`src/rtl/bba_pkg.sv`:
```
`timescale 1ns / 1ps
// ----------------------------------------------------------------------------
// bba_pkg: shared types and constants of the bitmap block allocator
// Payload structs, status and command codes, the cell command and result
// structs, and the geometry of the bitmap held in the cell row.
// ----------------------------------------------------------------------------
package bba_pkg;

  localparam int NumBlocks   = 4096;
  localparam int GrantRange  = 4096;
  localparam int BlkLimitMax = (NumBlocks < GrantRange) ? NumBlocks : GrantRange;

  localparam int BlkIdW   = 12;                 // block number width
  localparam int BlkCntW  = 13;                 // block count width
  localparam int WordBits = 64;                 // bits held in one cell
  localparam int BitW     = 6;                  // bit index inside a cell
  localparam int WordW    = BlkIdW - BitW;      // cell index width
  localparam int NumWords = (BlkLimitMax + WordBits - 1) / WordBits;

  localparam int CfgIdxW  = 8;
  localparam int CfgDataW = 32;

  localparam logic [CfgIdxW-1:0] CfgFirstDataBlock = CfgIdxW'(0);
  localparam logic [CfgIdxW-1:0] CfgBlockCount     = CfgIdxW'(1);

  localparam logic [BlkIdW-1:0]  FdbReset     = BlkIdW'(64);
  localparam logic [BlkCntW-1:0] BlkCntReset  = BlkCntW'(4096);
  localparam logic [BlkCntW-1:0] BlkLimitCap  = BlkCntW'(BlkLimitMax);

  localparam logic CmdAlloc = 1'b0;
  localparam logic CmdFree  = 1'b1;

  localparam logic [1:0] StOk       = 2'd0;
  localparam logic [1:0] StNoneFree = 2'd1;
  localparam logic [1:0] StInvalid  = 2'd2;

  typedef struct packed {
    logic              cmd;
    logic [BlkIdW-1:0] block_id;
  } bba_in_t;

  typedef struct packed {
    logic [1:0]        status;
    logic [BlkIdW-1:0] granted_block;
  } bba_out_t;

  // broadcast from the controller to every cell
  typedef struct packed {
    logic               start;
    logic [WordW-1:0]   start_word;
    logic               clr;
    logic [WordW-1:0]   clr_word;
    logic [BitW-1:0]    clr_bit;
    logic [BlkIdW-1:0]  fdb;
    logic [BlkCntW-1:0] lim;
  } bba_cmd_t;

  // answer of the cell that holds the search token
  typedef struct packed {
    logic              hit;
    logic              none;
    logic [BlkIdW-1:0] grant;
  } bba_res_t;

endpackage

```
`src/rtl/bba_cell.sv`:
```
`timescale 1ns / 1ps
// ----------------------------------------------------------------------------
// bba_cell: one 64-block slice of the used/free bitmap
// Holds one bitmap word. When the search token sits here, finds the lowest
// free block inside the allowed window, marks it used, or hands the token on.
// ----------------------------------------------------------------------------
module bba_cell (
  input  logic                     clk_i,
  input  logic                     rst_ni,
  input  logic [bba_pkg::WordW-1:0] cell_idx_i,
  input  bba_pkg::bba_cmd_t         cmd_i,
  input  logic                     tok_i,
  output logic                     tok_o,
  output bba_pkg::bba_res_t         res_o
);

  logic [bba_pkg::WordBits-1:0] word_q, word_d;
  logic                         tok_q, tok_d;
  logic [bba_pkg::WordBits-1:0] lo_mask, hi_mask, cand, set_mask;
  logic [bba_pkg::BitW-1:0]     sel_bit;
  logic                         any_free;
  logic [bba_pkg::WordW-1:0]    fdb_word, lim_word_lo;
  logic                         lim_word_hi;
  logic [bba_pkg::WordW:0]      lim_word, idx_ext, next_idx;
  logic [bba_pkg::BlkCntW-1:0]  next_base;

  assign fdb_word    = cmd_i.fdb[bba_pkg::BlkIdW-1:bba_pkg::BitW];
  assign lim_word_lo = cmd_i.lim[bba_pkg::BlkCntW-2:bba_pkg::BitW];
  assign lim_word_hi = cmd_i.lim[bba_pkg::BlkCntW-1];
  assign lim_word    = {lim_word_hi, lim_word_lo};
  assign idx_ext     = {1'b0, cell_idx_i};
  assign next_idx    = idx_ext + (bba_pkg::WordW+1)'(1);
  assign next_base   = {next_idx, {bba_pkg::BitW{1'b0}}};

  always_comb begin
    if (cell_idx_i > fdb_word) begin
      lo_mask = '1;
    end else if (cell_idx_i == fdb_word) begin
      lo_mask = {bba_pkg::WordBits{1'b1}} << cmd_i.fdb[bba_pkg::BitW-1:0];
    end else begin
      lo_mask = '0;
    end
    if (idx_ext < lim_word) begin
      hi_mask = '1;
    end else if (idx_ext == lim_word) begin
      hi_mask = ~({bba_pkg::WordBits{1'b1}} << cmd_i.lim[bba_pkg::BitW-1:0]);
    end else begin
      hi_mask = '0;
    end
  end

  assign cand     = ~word_q & lo_mask & hi_mask;
  assign any_free = |cand;

  // lowest free bit wins
  always_comb begin
    sel_bit = '0;
    for (int j = bba_pkg::WordBits - 1; j >= 0; j--) begin
      if (cand[j]) begin
        sel_bit = bba_pkg::BitW'(j);
      end
    end
  end

  assign set_mask = {{(bba_pkg::WordBits-1){1'b0}}, 1'b1} << sel_bit;

  always_comb begin
    word_d = word_q;
    if (tok_q && any_free) begin
      word_d = word_q | set_mask;
    end
    if (cmd_i.clr && cmd_i.clr_word == cell_idx_i) begin
      word_d = word_d & ~({{(bba_pkg::WordBits-1){1'b0}}, 1'b1} << cmd_i.clr_bit);
    end
  end

  assign tok_d = tok_i || (cmd_i.start && cmd_i.start_word == cell_idx_i);

  // pass the token on while the next slice still lies below the limit
  assign tok_o = tok_q && !any_free && (next_base < cmd_i.lim);

  always_comb begin
    res_o.hit   = tok_q && any_free;
    res_o.none  = tok_q && !any_free && !(next_base < cmd_i.lim);
    res_o.grant = res_o.hit ? {cell_idx_i, sel_bit} : '0;
  end

  always_ff @(posedge clk_i or negedge rst_ni) begin
    if (!rst_ni) begin
      word_q <= '0;
      tok_q  <= 1'b0;
    end else begin
      word_q <= word_d;
      tok_q  <= tok_d;
    end
  end

endmodule

```
`config.mk`:
```
export PLATFORM = sky130hd
export DESIGN_NAME = bba_cell
export DESIGN_NICKNAME = d
export VERILOG_FILES = /design/src/rtl/bba_pkg.sv /design/src/rtl/bba_cell.sv
export SDC_FILE = /design/constraint.sdc
export NUM_CORES = 1
export LEC_CHECK = 0
export BUFFER_PORTS_ARGS = -buffer_cell sky130_fd_sc_hd__clkbuf_2
export CORE_ASPECT_RATIO = 1.25
export CORE_MARGIN = 2
export CORE_UTILIZATION = 30
export DETAILED_ROUTE_END_ITERATION = 16
export PLACE_DENSITY_LB_ADDON = 0.1
export SYNTH_ARGS = -nofsm -noshare
export SYNTH_HDL_FRONTEND = slang
export SYNTH_SLANG_ARGS = --single-unit
export TNS_END_PERCENT = 10
```
`constraint.sdc`:
```
create_clock -name clk_i -period 14.3 [get_ports clk_i]
set_clock_uncertainty 0.05 [all_clocks]
set_input_delay 4.29 -clock clk_i [delete_from_list [all_inputs] [get_ports clk_i]]
set_output_delay 4.29 -clock clk_i [all_outputs]
set_load 0.05 [all_outputs]
```
==> summary.md <==
| Metric | Value |
|---|---|
| Status | `complete, no violations` |
| FF+latch area | `0.00163 mm^2` |
| IO buf count | `68` |
| Share of layout cells above drive strength 1 | `0.157` |
| CTS sink cnt | `65` |
| Multi-input gate area | `0.00536 mm^2` |
| Antenna diodes | `0` |
| Post-synthesis average cell area | `7.50 um^2` |
| Flop2flop setup slack | `10.55 ns` |
| CP startpoint kind | `input port` |
| Seq cells post-synth | `65` |
| Root buf cell | `clkbuf_16` |
| Initial Util | `0.306` |
| Rows | `64` |
| Top cells by area, synth | `dfrtp_1 22%, a21oi_1 6.4%, nor2_1 5.2%` |
| Period utilization | `0.924` |
| Slew Limit Fails | `0` |
| Post-route cell area | `0.00830 mm^2` |
| Cell count after placement | `1,347` |
| DRT iter0 DRCs | `768` |
| # fillers | `2,734` |
| CTS HTree Levels | `3` |
| Worst-Margin Slew | `1.02 ns` |
| Core Region | `0.0245 mm^2` |
| Top cell type's share of synthesized area | `0.217` |
| Tmin final | `13.21 ns` |
| WP data arrival | `8.87 ns` |
| Largest net degree at the start of global routing | `66` |
| Max Cap Viol | `0` |
| Drt pass-1 iters | `5` |
| Final Hold Fails | `0` |
| Setup TNS | `0 ns` |
| Setup crit end kind | `output port` |
| Resize count post-CTS | `0` |
| Die Ht | `181 um` |
| Layout Nets | `1,102` |
| Post-synth top area cell | `dfrtp_1` |
| Post-route ant nets | `0` |
| Via count | `8,535` |
| Wirelength per Cell | `26.5 um` |
| Placer Congestion | `0.947` |
| CTS tree | `yes` |
| RSZ-0062 raised after global routing | `no` |
| Die X | `145 um` |
| Syn Nets | `1,074` |
| Ports | `69` |
| Total grt overflow | `0` |
| Mapped Cells | `1,000` |
| Number of remaining DRC errors | `0` |
| CTS Hold Buffers Added | `0` |
| Post-CTS Setup Inserts | `0` |
| Post-synth EDFFs | `0` |
| Syn. warnings | `0` |
| Final std cells w/o fill | `1,363` |
| Cts bufs inserted | `9` |
| Post-Syn Area | `0.00750 mm^2` |
| Die Area | `0.0263 mm^2` |
| Initial antenna violation count | `0` |
| Endpoints failing setup | `0` |
| CP Class | `in -> out` |
| Max VDD drop | `0.0803 mV` |
| Crit-path max FO | `21` |
| Synth Flop Type | `dfrtp_1` |
| DPL Wire Length | `29,200 um` |
| Avg Vias per Cell | `6.26` |
| Placed inst area | `0.00801 mm^2` |
| Slew margin rel. | `0.309` |
| Pwr dens | `110 mW/mm^2` |
| CP required | `9.96 ns` |
| Global-route wire length before repair | `53,200 um` |
| Fmax | `75.7 MHz` |
| Synth unique cells | `99` |
| Gr usage total | `0.268` |
| Synth async-reset ratio | `1.00` |
| Worst Hold Class | `reg -> reg` |
| Clk_lat worst skew | `0.33 ns` |
| Fraction of the yosys area taken by sequential cells | `0.217` |
| Max clock buf depth | `2` |
| Vias in the first global route | `8,149` |
| Area growth, synth to finish | `10.8%` |
| Routed WL | `36,100 um` |
| Pleak | `3.29 nW` |
| Clock Pin Slew Worst Setup and Hold Paths | `0.06 ns` |
layer usage:
metal / vias to the layer above / global-route usage / routed length, um
li1: 3889 / - / -
met1: 4199 / 0.342 / 15000
met2: 371 / 0.454 / 17200
met3: 76 / 0.0194 / 1880
met4: 0 / 0.140 / 2030
met5: - / 0 / 0
cell families after synthesis:
kind of cell	after synthesis	synth area share
AO/OA/AOI/OAI	426	0.407
AND/OR/NAND/NOR	366	0.255
buffers and inverters	107	0.0691
flip-flops	65	0.217
adder cells (fa/ha/maj)	20	0.0334
XOR/XNOR	16	0.0187
area by class of cell:
type	count	share of cell area
Sequential cell	65	0.196
Inverter	41	0.0185
Multi-Input combinational cell	828	0.645
Tap cell	330	0.0497
Clock inverter	5	0.00663
Timing Repair Buffer	83	0.0546
Clock buffer	11	0.0292
flip-flops by register name, summed over array words and instances, names as in the netlist:
name	count
tok_q	1
word_q	64
power breakdown:
part | total (W) | switching, W | internal [W]
logic | 0.000460 | 0.000324 | 0.000136
registers | 0.000227 | 0.0000226 | 0.000204
clock network | 0.000223 | 0.0000843 | 0.000139
total | 0.000911 | 0.000431 | 0.000480
cells in the final DEF, fill, tap and decap left out, types with 14 or more instances in the layout:
| cell type | count |
|---|---|
| nand2_1 | 74 |
| nor2_1 | 104 |
| a21oi_1 | 96 |
| nor3_1 | 23 |
| inv_1 | 41 |
| a21o_1 | 14 |
| a31oi_1 | 35 |
| o21a_1 | 19 |
| o21ai_0 | 62 |
| ha_1 | 20 |
| buf_4 | 15 |
| clkbuf_2 | 67 |
| nand3_1 | 34 |
| o22ai_1 | 33 |
| dfrtp_1 | 65 |
| and2_1 | 20 |
critical path, cell delays in order:
cell	delay, ns
clkbuf_2	0.18
ha_1	0.35
and4_1	0.66
nand2_2	0.31
nand4b_1	0.19
buf_4	0.27
nand2_1	0.45
a211oi_1	0.60
or3_4	0.29
o31ai_1	0.08
o21ba_1	0.82
nor2_1	0.08
clkbuf_2	0.27
through the flow:
stage | power, W | setup WS (ns) | util | hold slack (ns)
floorplan | 0.000532 | 1.93 | - | 0.399
global placement | 0.000684 | 1.26 | 0.327 | 0.448
CTS | 0.000902 | 1.20 | 0.339 | 0.462
finish | 0.000911 | 1.09 | 0.339 | 0.451
detailed placement | 0.000678 | 1.21 | 0.327 | 0.452
global route | 0.000953 | 0.835 | 0.339 | 0.503
worst paths after layout:
check | startpoint | endpoint | cells past startpoint
max | cell_idx_i[3] | res_o[3] | 13
min | word_q[27]$_DFF_PN0_ | word_q[27]$_DFF_PN0_ | 2
max reg2reg | word_q[61]$_DFF_PN0_ | word_q[25]$_DFF_PN0_ | 12
min reg2reg | word_q[27]$_DFF_PN0_ | word_q[27]$_DFF_PN0_ | 2
max in group asynchronous | rst_ni | word_q[30]$_DFF_PN0_ | 2
min in group asynchronous | rst_ni | word_q[5]$_DFF_PN0_ | 2
synthesized netlist by cell type, drive strengths merged (11+ instances only):
cell and number:
a221oi 17, and3 13, a2bb2oi 13, buf 47, a21o 14, inv 41
and2 20, o21ai 70, o22ai 33, clkbuf 19, nand2b 11, nor2 108
a21oi 97, a31oi 35, nand3 35, a211oi 11, a22oi 13, or3 13
ha 20, dfrtp 65, o21a 20, nand2 76, nor3 28
(Power assumes the default switching activity.)
