**src/rtl/bba_pkg.sv**
```systemverilog
`timescale 1ns / 1ps
// ----------------------------------------------------------------------------
// bba_pkg: shared types and constants of the bitmap block allocator
// Payload structs, status and command codes, the cell command and result
// structs, and the geometry of the bitmap held in the cell row.
// ----------------------------------------------------------------------------
package bba_pkg;

  localparam int NumBlocks   = 4096;
  localparam int GrantRange  = 4096;
  localparam int BlkLimitMax = (NumBlocks < GrantRange) ? NumBlocks : GrantRange;

  localparam int BlkIdW   = 12;                 // block number width
  localparam int BlkCntW  = 13;                 // block count width
  localparam int WordBits = 64;                 // bits held in one cell
  localparam int BitW     = 6;                  // bit index inside a cell
  localparam int WordW    = BlkIdW - BitW;      // cell index width
  localparam int NumWords = (BlkLimitMax + WordBits - 1) / WordBits;

  localparam int CfgIdxW  = 8;
  localparam int CfgDataW = 32;

  localparam logic [CfgIdxW-1:0] CfgFirstDataBlock = CfgIdxW'(0);
  localparam logic [CfgIdxW-1:0] CfgBlockCount     = CfgIdxW'(1);

  localparam logic [BlkIdW-1:0]  FdbReset     = BlkIdW'(64);
  localparam logic [BlkCntW-1:0] BlkCntReset  = BlkCntW'(4096);
  localparam logic [BlkCntW-1:0] BlkLimitCap  = BlkCntW'(BlkLimitMax);

  localparam logic CmdAlloc = 1'b0;
  localparam logic CmdFree  = 1'b1;

  localparam logic [1:0] StOk       = 2'd0;
  localparam logic [1:0] StNoneFree = 2'd1;
  localparam logic [1:0] StInvalid  = 2'd2;

  typedef struct packed {
    logic              cmd;
    logic [BlkIdW-1:0] block_id;
  } bba_in_t;

  typedef struct packed {
    logic [1:0]        status;
    logic [BlkIdW-1:0] granted_block;
  } bba_out_t;

  // broadcast from the controller to every cell
  typedef struct packed {
    logic               start;
    logic [WordW-1:0]   start_word;
    logic               clr;
    logic [WordW-1:0]   clr_word;
    logic [BitW-1:0]    clr_bit;
    logic [BlkIdW-1:0]  fdb;
    logic [BlkCntW-1:0] lim;
  } bba_cmd_t;

  // answer of the cell that holds the search token
  typedef struct packed {
    logic              hit;
    logic              none;
    logic [BlkIdW-1:0] grant;
  } bba_res_t;

endpackage

```
**src/rtl/bba_ctrl.sv**
```systemverilog
`timescale 1ns / 1ps
// ----------------------------------------------------------------------------
// bba_ctrl: request sequencer and result register
// Takes requests, checks ranges, starts the token search in the cell row,
// collects the answer and holds it in the output register.
// ----------------------------------------------------------------------------
module bba_ctrl (
  input  logic                            clk_i,
  input  logic                            rst_ni,
  input  logic                            in_valid_i,
  output logic                            in_stall_o,
  input  bba_pkg::bba_in_t                in_data_i,
  output logic                            out_valid_o,
  input  logic                            out_stall_i,
  output bba_pkg::bba_out_t               out_data_o,
  input  logic [bba_pkg::BlkIdW-1:0]      fdb_i,
  input  logic [bba_pkg::BlkCntW-1:0]     lim_i,
  output bba_pkg::bba_cmd_t               cmd_o,
  input  bba_pkg::bba_res_t               res_i
);

  typedef enum logic [1:0] {
    ST_IDLE,
    ST_SCAN,
    ST_DONE
  } state_e;

  state_e            state_q;
  bba_pkg::bba_out_t pend_q;
  bba_pkg::bba_out_t out_q;
  logic              out_valid_q;
  logic              accept;
  logic              id_bad, win_empty;
  logic              load_out;

  assign in_stall_o  = (state_q != ST_IDLE);
  assign accept      = in_valid_i && (state_q == ST_IDLE);
  assign id_bad      = {1'b0, in_data_i.block_id} >= lim_i;
  assign win_empty   = {1'b0, fdb_i} >= lim_i;
  assign out_valid_o = out_valid_q;
  assign out_data_o  = out_q;
  // hold until the output register is free
  assign load_out    = (state_q == ST_DONE) && (!out_valid_q || !out_stall_i);

  always_comb begin
    cmd_o.fdb        = fdb_i;
    cmd_o.lim        = lim_i;
    cmd_o.start      = accept && (in_data_i.cmd == bba_pkg::CmdAlloc) && !win_empty;
    cmd_o.start_word = fdb_i[bba_pkg::BlkIdW-1:bba_pkg::BitW];
    cmd_o.clr        = accept && (in_data_i.cmd == bba_pkg::CmdFree) && !id_bad;
    cmd_o.clr_word   = in_data_i.block_id[bba_pkg::BlkIdW-1:bba_pkg::BitW];
    cmd_o.clr_bit    = in_data_i.block_id[bba_pkg::BitW-1:0];
  end

  always_ff @(posedge clk_i or negedge rst_ni) begin
    if (!rst_ni) begin
      state_q     <= ST_IDLE;
      out_valid_q <= 1'b0;
      pend_q      <= '0;
      out_q       <= '0;
    end else begin
      if (load_out) begin
        out_q       <= pend_q;
        out_valid_q <= 1'b1;
      end else if (out_valid_q && !out_stall_i) begin
        out_valid_q <= 1'b0;
      end
      case (state_q)
        ST_IDLE: begin
          if (accept) begin
            pend_q.granted_block <= '0;
            if (in_data_i.cmd == bba_pkg::CmdFree) begin
              pend_q.status <= id_bad ? bba_pkg::StInvalid : bba_pkg::StOk;
              state_q       <= ST_DONE;
            end else if (win_empty) begin
              pend_q.status <= bba_pkg::StNoneFree;
              state_q       <= ST_DONE;
            end else begin
              state_q <= ST_SCAN;
            end
          end
        end
        ST_SCAN: begin
          if (res_i.hit) begin
            pend_q.status        <= bba_pkg::StOk;
            pend_q.granted_block <= res_i.grant;
            state_q              <= ST_DONE;
          end else if (res_i.none) begin
            pend_q.status        <= bba_pkg::StNoneFree;
            pend_q.granted_block <= '0;
            state_q              <= ST_DONE;
          end
        end
        ST_DONE: begin
          if (load_out) begin
            state_q <= ST_IDLE;
          end
        end
        default: begin
          state_q <= ST_IDLE;
        end
      endcase
    end
  end

endmodule

```
**config.mk**
```make
export PLATFORM = sky130hd
export DESIGN_NAME = bba_ctrl
export DESIGN_NICKNAME = d
export VERILOG_FILES = /design/src/rtl/bba_pkg.sv /design/src/rtl/bba_ctrl.sv
export SDC_FILE = /design/constraint.sdc
export NUM_CORES = 1
export LEC_CHECK = 0
export ABC_AREA = 1
export BUFFER_PORTS_ARGS = -buffer_cell sky130_fd_sc_hd__buf_4
export CORE_MARGIN = 1
export CORE_UTILIZATION = 38
export DETAILED_ROUTE_END_ITERATION = 12
export HOLD_SLACK_MARGIN = 0.08
export PLACE_DENSITY_LB_ADDON = 0.1
export RECOVER_POWER = 100
export SLEW_MARGIN = 30
export SYNTH_ARGS = -nofsm -noshare
export SYNTH_HDL_FRONTEND = slang
export SYNTH_SLANG_ARGS = --single-unit
```
**constraint.sdc**
```tcl
create_clock -name clk_i -period 1.24 [get_ports clk_i]
set_input_delay 0.124 -clock clk_i [delete_from_list [all_inputs] [get_ports clk_i]]
set_output_delay 0.124 -clock clk_i [all_outputs]
set_load 0.1 [all_outputs]
```
==> key figures <==
Critical path
  – CP arrival: 1.33 ns
  – CP required: 1.12 ns
  – Worst setup EP type: output pin
  – Crit path max fanout: 3
  – Crit Path Class: register to output pin
  – Crit Reg-Reg Startpoint: state_q[1]
  – Critical Path Source: state_q[1]
  – Crit start category: register

Synth
  – Syn_nets: 364
  – YS warnings: 0
  – Mapped cell area: 2300 µm²
  – Avg Cell Area, Syn: 8.11 µm²
  – Sequential fraction of the synthesis area: 0.337
  – Cells after Synth: 284
  – Seq cells post-synth: 31
  – Cell variety after synth: 27

Floorplan
  – Die Area: 6370 µm²
  – Die height: 79.8 µm
  – Initial Util: 0.406
  – I/O pin cnt: 117
  – Chip width: 79.8 µm
  – Core Footprint: 5680 µm²
  – FP Rows: 27

Timing
  – Post-route setup TNS: -3.28 ns
  – Worst Slack Setup Final: -0.209 ns
  – Fin. max-slew vios: 0
  – Fin crit share: 1.17
  – Clock skew: 0.00766 ns
  – Fin crit period: 1.45 ns
  – Final setup vio count: 32
  – Normalized max-slew margin: 0.482
  – Tightest Pin Transition: 0.777 ns
  – Fmax: 690 MHz
  – Final hold viol count: 0
  – RSZ-0062 raised after global routing: true

Routing
  – DR vias: 2208
  – Vias/cell: 4.55
  – DRC viols: 0
  – Iter 0 DRT Violations: 52
  – Drt wl/cell: 12.9 µm
  – WL final: 6270 µm
  – Total iterations of the first detailed-routing run: 4
  – DRT antenna net count: 0

Global route
  – Largest net degree at the start of global routing: 32
  – Global-route wire length before repair: 9370 µm
  – Vias in the first global route: 2180
  – GRT Resource Usage Total: 0.188
  – GRT overflow: 0
  – Initial antenna violation count: 0

Place
  – Placed Cells: 449
  – Worst slack, placed: -0.401 ns
  – Placed cell area: 3340 µm²
  – RePlAce Congestion: 0.736
  – Post-DP HPWL: 4210 µm
  – IO buf count: 116

CTS
  – Latest clock arrival within the worst-skew pair: 0.28 ns
  – CTS tree: built
  – CTS clk-pin slew, worst paths: 0.07 ns
  – CTS Buffer Depth: 2
  – # H-tree levels: 2
  – CTS Buf Count: 5
  – Root buf cell: clkbuf_8
  – Sink Count: 31

Status
  – Failing checks: setup timing
  – Status: complete, but fails checks

Pwr
  – Leakage: 0.00208 µW
  – Cell Pwr Density: 1740 nW/µm²
  – Max rail drop VDD: 1.22 mV

Final layout
  – Final Non-Filler Cells: 485
  – Nets: 492
  – ANT cells: 0
  – Share of layout cells above drive strength 1: 0.705
  – Filler Cell Count: 424
  – Design Area, Final: 4150 µm²
  – Layout area overhead: 80.3%
  – Final core occ: 0.731

Hold path
  – Hold Crit Start: out_stall_i
  – Worst hold path type: input pin to register

Flow run
  – Maxcap violations: 0
## final timing paths
check / endpoint / cells past startpoint / slack (ns)
min in group asynchronous: out_data_o[9] / 2 / 0.45
max: cmd_o[37] / 4 / -0.21
max in group asynchronous: out_valid_o / 2 / 0.23
max reg2reg: pend_q[13] / 8 / -0.17
min: out_valid_o / 3 / 0.09
min reg2reg: out_data_o[8] / 2 / 0.50
## layout by cell type, fill, tap and decap left out, types with 2 or more instances in the layout
| cell | count |
|---|---|
| a21oi_1 | 2 |
| a21oi_2 | 5 |
| buf_12 | 7 |
| buf_4 | 69 |
| buf_6 | 13 |
| buf_8 | 4 |
| clkbuf_16 | 3 |
| clkbuf_2 | 43 |
| clkbuf_4 | 15 |
| clkbuf_8 | 6 |
| dfrtp_1 | 28 |
| dfrtp_2 | 2 |
| dlygate4sd3_1 | 13 |
| ha_1 | 6 |
| ha_4 | 18 |
| inv_1 | 25 |
| inv_2 | 7 |
| inv_4 | 6 |
| inv_6 | 4 |
| mux2_4 | 2 |
| nand2_1 | 27 |
| nand2_2 | 30 |
| nand2_4 | 14 |
| nand3_1 | 3 |
| nand3_2 | 3 |
| nand3_4 | 2 |
| nand4_1 | 2 |
| nor2_1 | 10 |
| nor2_2 | 2 |
| nor2_4 | 4 |
| nor3_4 | 2 |
| o21ai_1 | 3 |
| o21ai_2 | 22 |
## sequential cells by signal, summed over array words and instances, names as in the netlist
name,count
out_data_o,14
state_q,2
out_valid_o,1
pend_q,14
## area by class of cell
class / count / area [µm²] / share of cell area
Clock inverter: 2 / 35.0 / 0.00844
Tap cell: 72 / 90.1 / 0.0217
Multi-Input combinational cell: 162 / 1540 / 0.371
Sequential cell: 31 / 782 / 0.188
Inverter: 44 / 220 / 0.0530
Clock buffer: 6 / 82.6 / 0.0199
Timing Repair Buffer: 168 / 1400 / 0.338
## cell usage after synthesis, drive strengths merged
cell / n / area share
a211oi: 1 / 0.0087
a21oi: 8 / 0.022
buf: 46 / 0.15
clkbuf: 1 / 0.0016
dfrtp: 31 / 0.34
ha: 24 / 0.13
inv: 44 / 0.072
mux2: 2 / 0.0098
nand2: 71 / 0.12
nand3: 8 / 0.022
nand4: 2 / 0.0054
nor2: 16 / 0.033
nor2b: 1 / 0.0027
nor3: 3 / 0.011
o21ai: 25 / 0.071
or2: 1 / 0.0027
## kinds of logic (layout without fill, tap and decap cells)
| family | Yosys count | after routing | share of synthesized area |
|---|---|---|---|
| buffers and inverters | 91 | 220 | 0.224 |
| multiplexers | 2 | 2 | 0.00978 |
| adder cells (fa/ha/maj) | 24 | 24 | 0.130 |
| AO/OA/AOI/OAI | 34 | 34 | 0.102 |
| flip-flops | 31 | 31 | 0.337 |
| AND/OR/NAND/NOR | 102 | 102 | 0.197 |
## per-layer routing
layer / GRT usage / vias up / share of wire
met3: 0.0469 / 4 / 0.059
met5: 0 / - / 0
li1: - / 1103 / -
met4: 0.0375 / 0 / 0.0054
met2: 0.351 / 72 / 0.54
met1: 0.213 / 1029 / 0.39
## stage by stage
step | power (µW) | hold slack [ns]
3_5_place_dp | 5320 | 0.0828
4_1_cts | 6740 | 0.0828
2_1_floorplan | 4460 | -0.172
6_report | 7240 | 0.0888
5_1_grt | 7560 | 0.0950
3_3_place_gp | 5280 | 0.0787
## worst max-delay path: stages, from the launching register on
cell	delay, ns
dfrtp_1	0.41
nor2_4	0.14
nand2_4	0.08
nor3_4	0.20
buf_12	0.20
## power by group
group,internal (µW),total (µW),switching (µW)
logic,1470,4670,3200
registers,1310,1530,218
clock network,650,1040,392
total,3430,7240,3810
## repair_timing
item,CTS,global route
buffers inserted,9,6
setup endpoints to repair,17,33
hold buffers,13,0
endpoints found under the hold margin,43,0
gates resized for setup,52,90
cloned,1,4
pin swaps,26,23
Power figures use the tool's default switching activity.
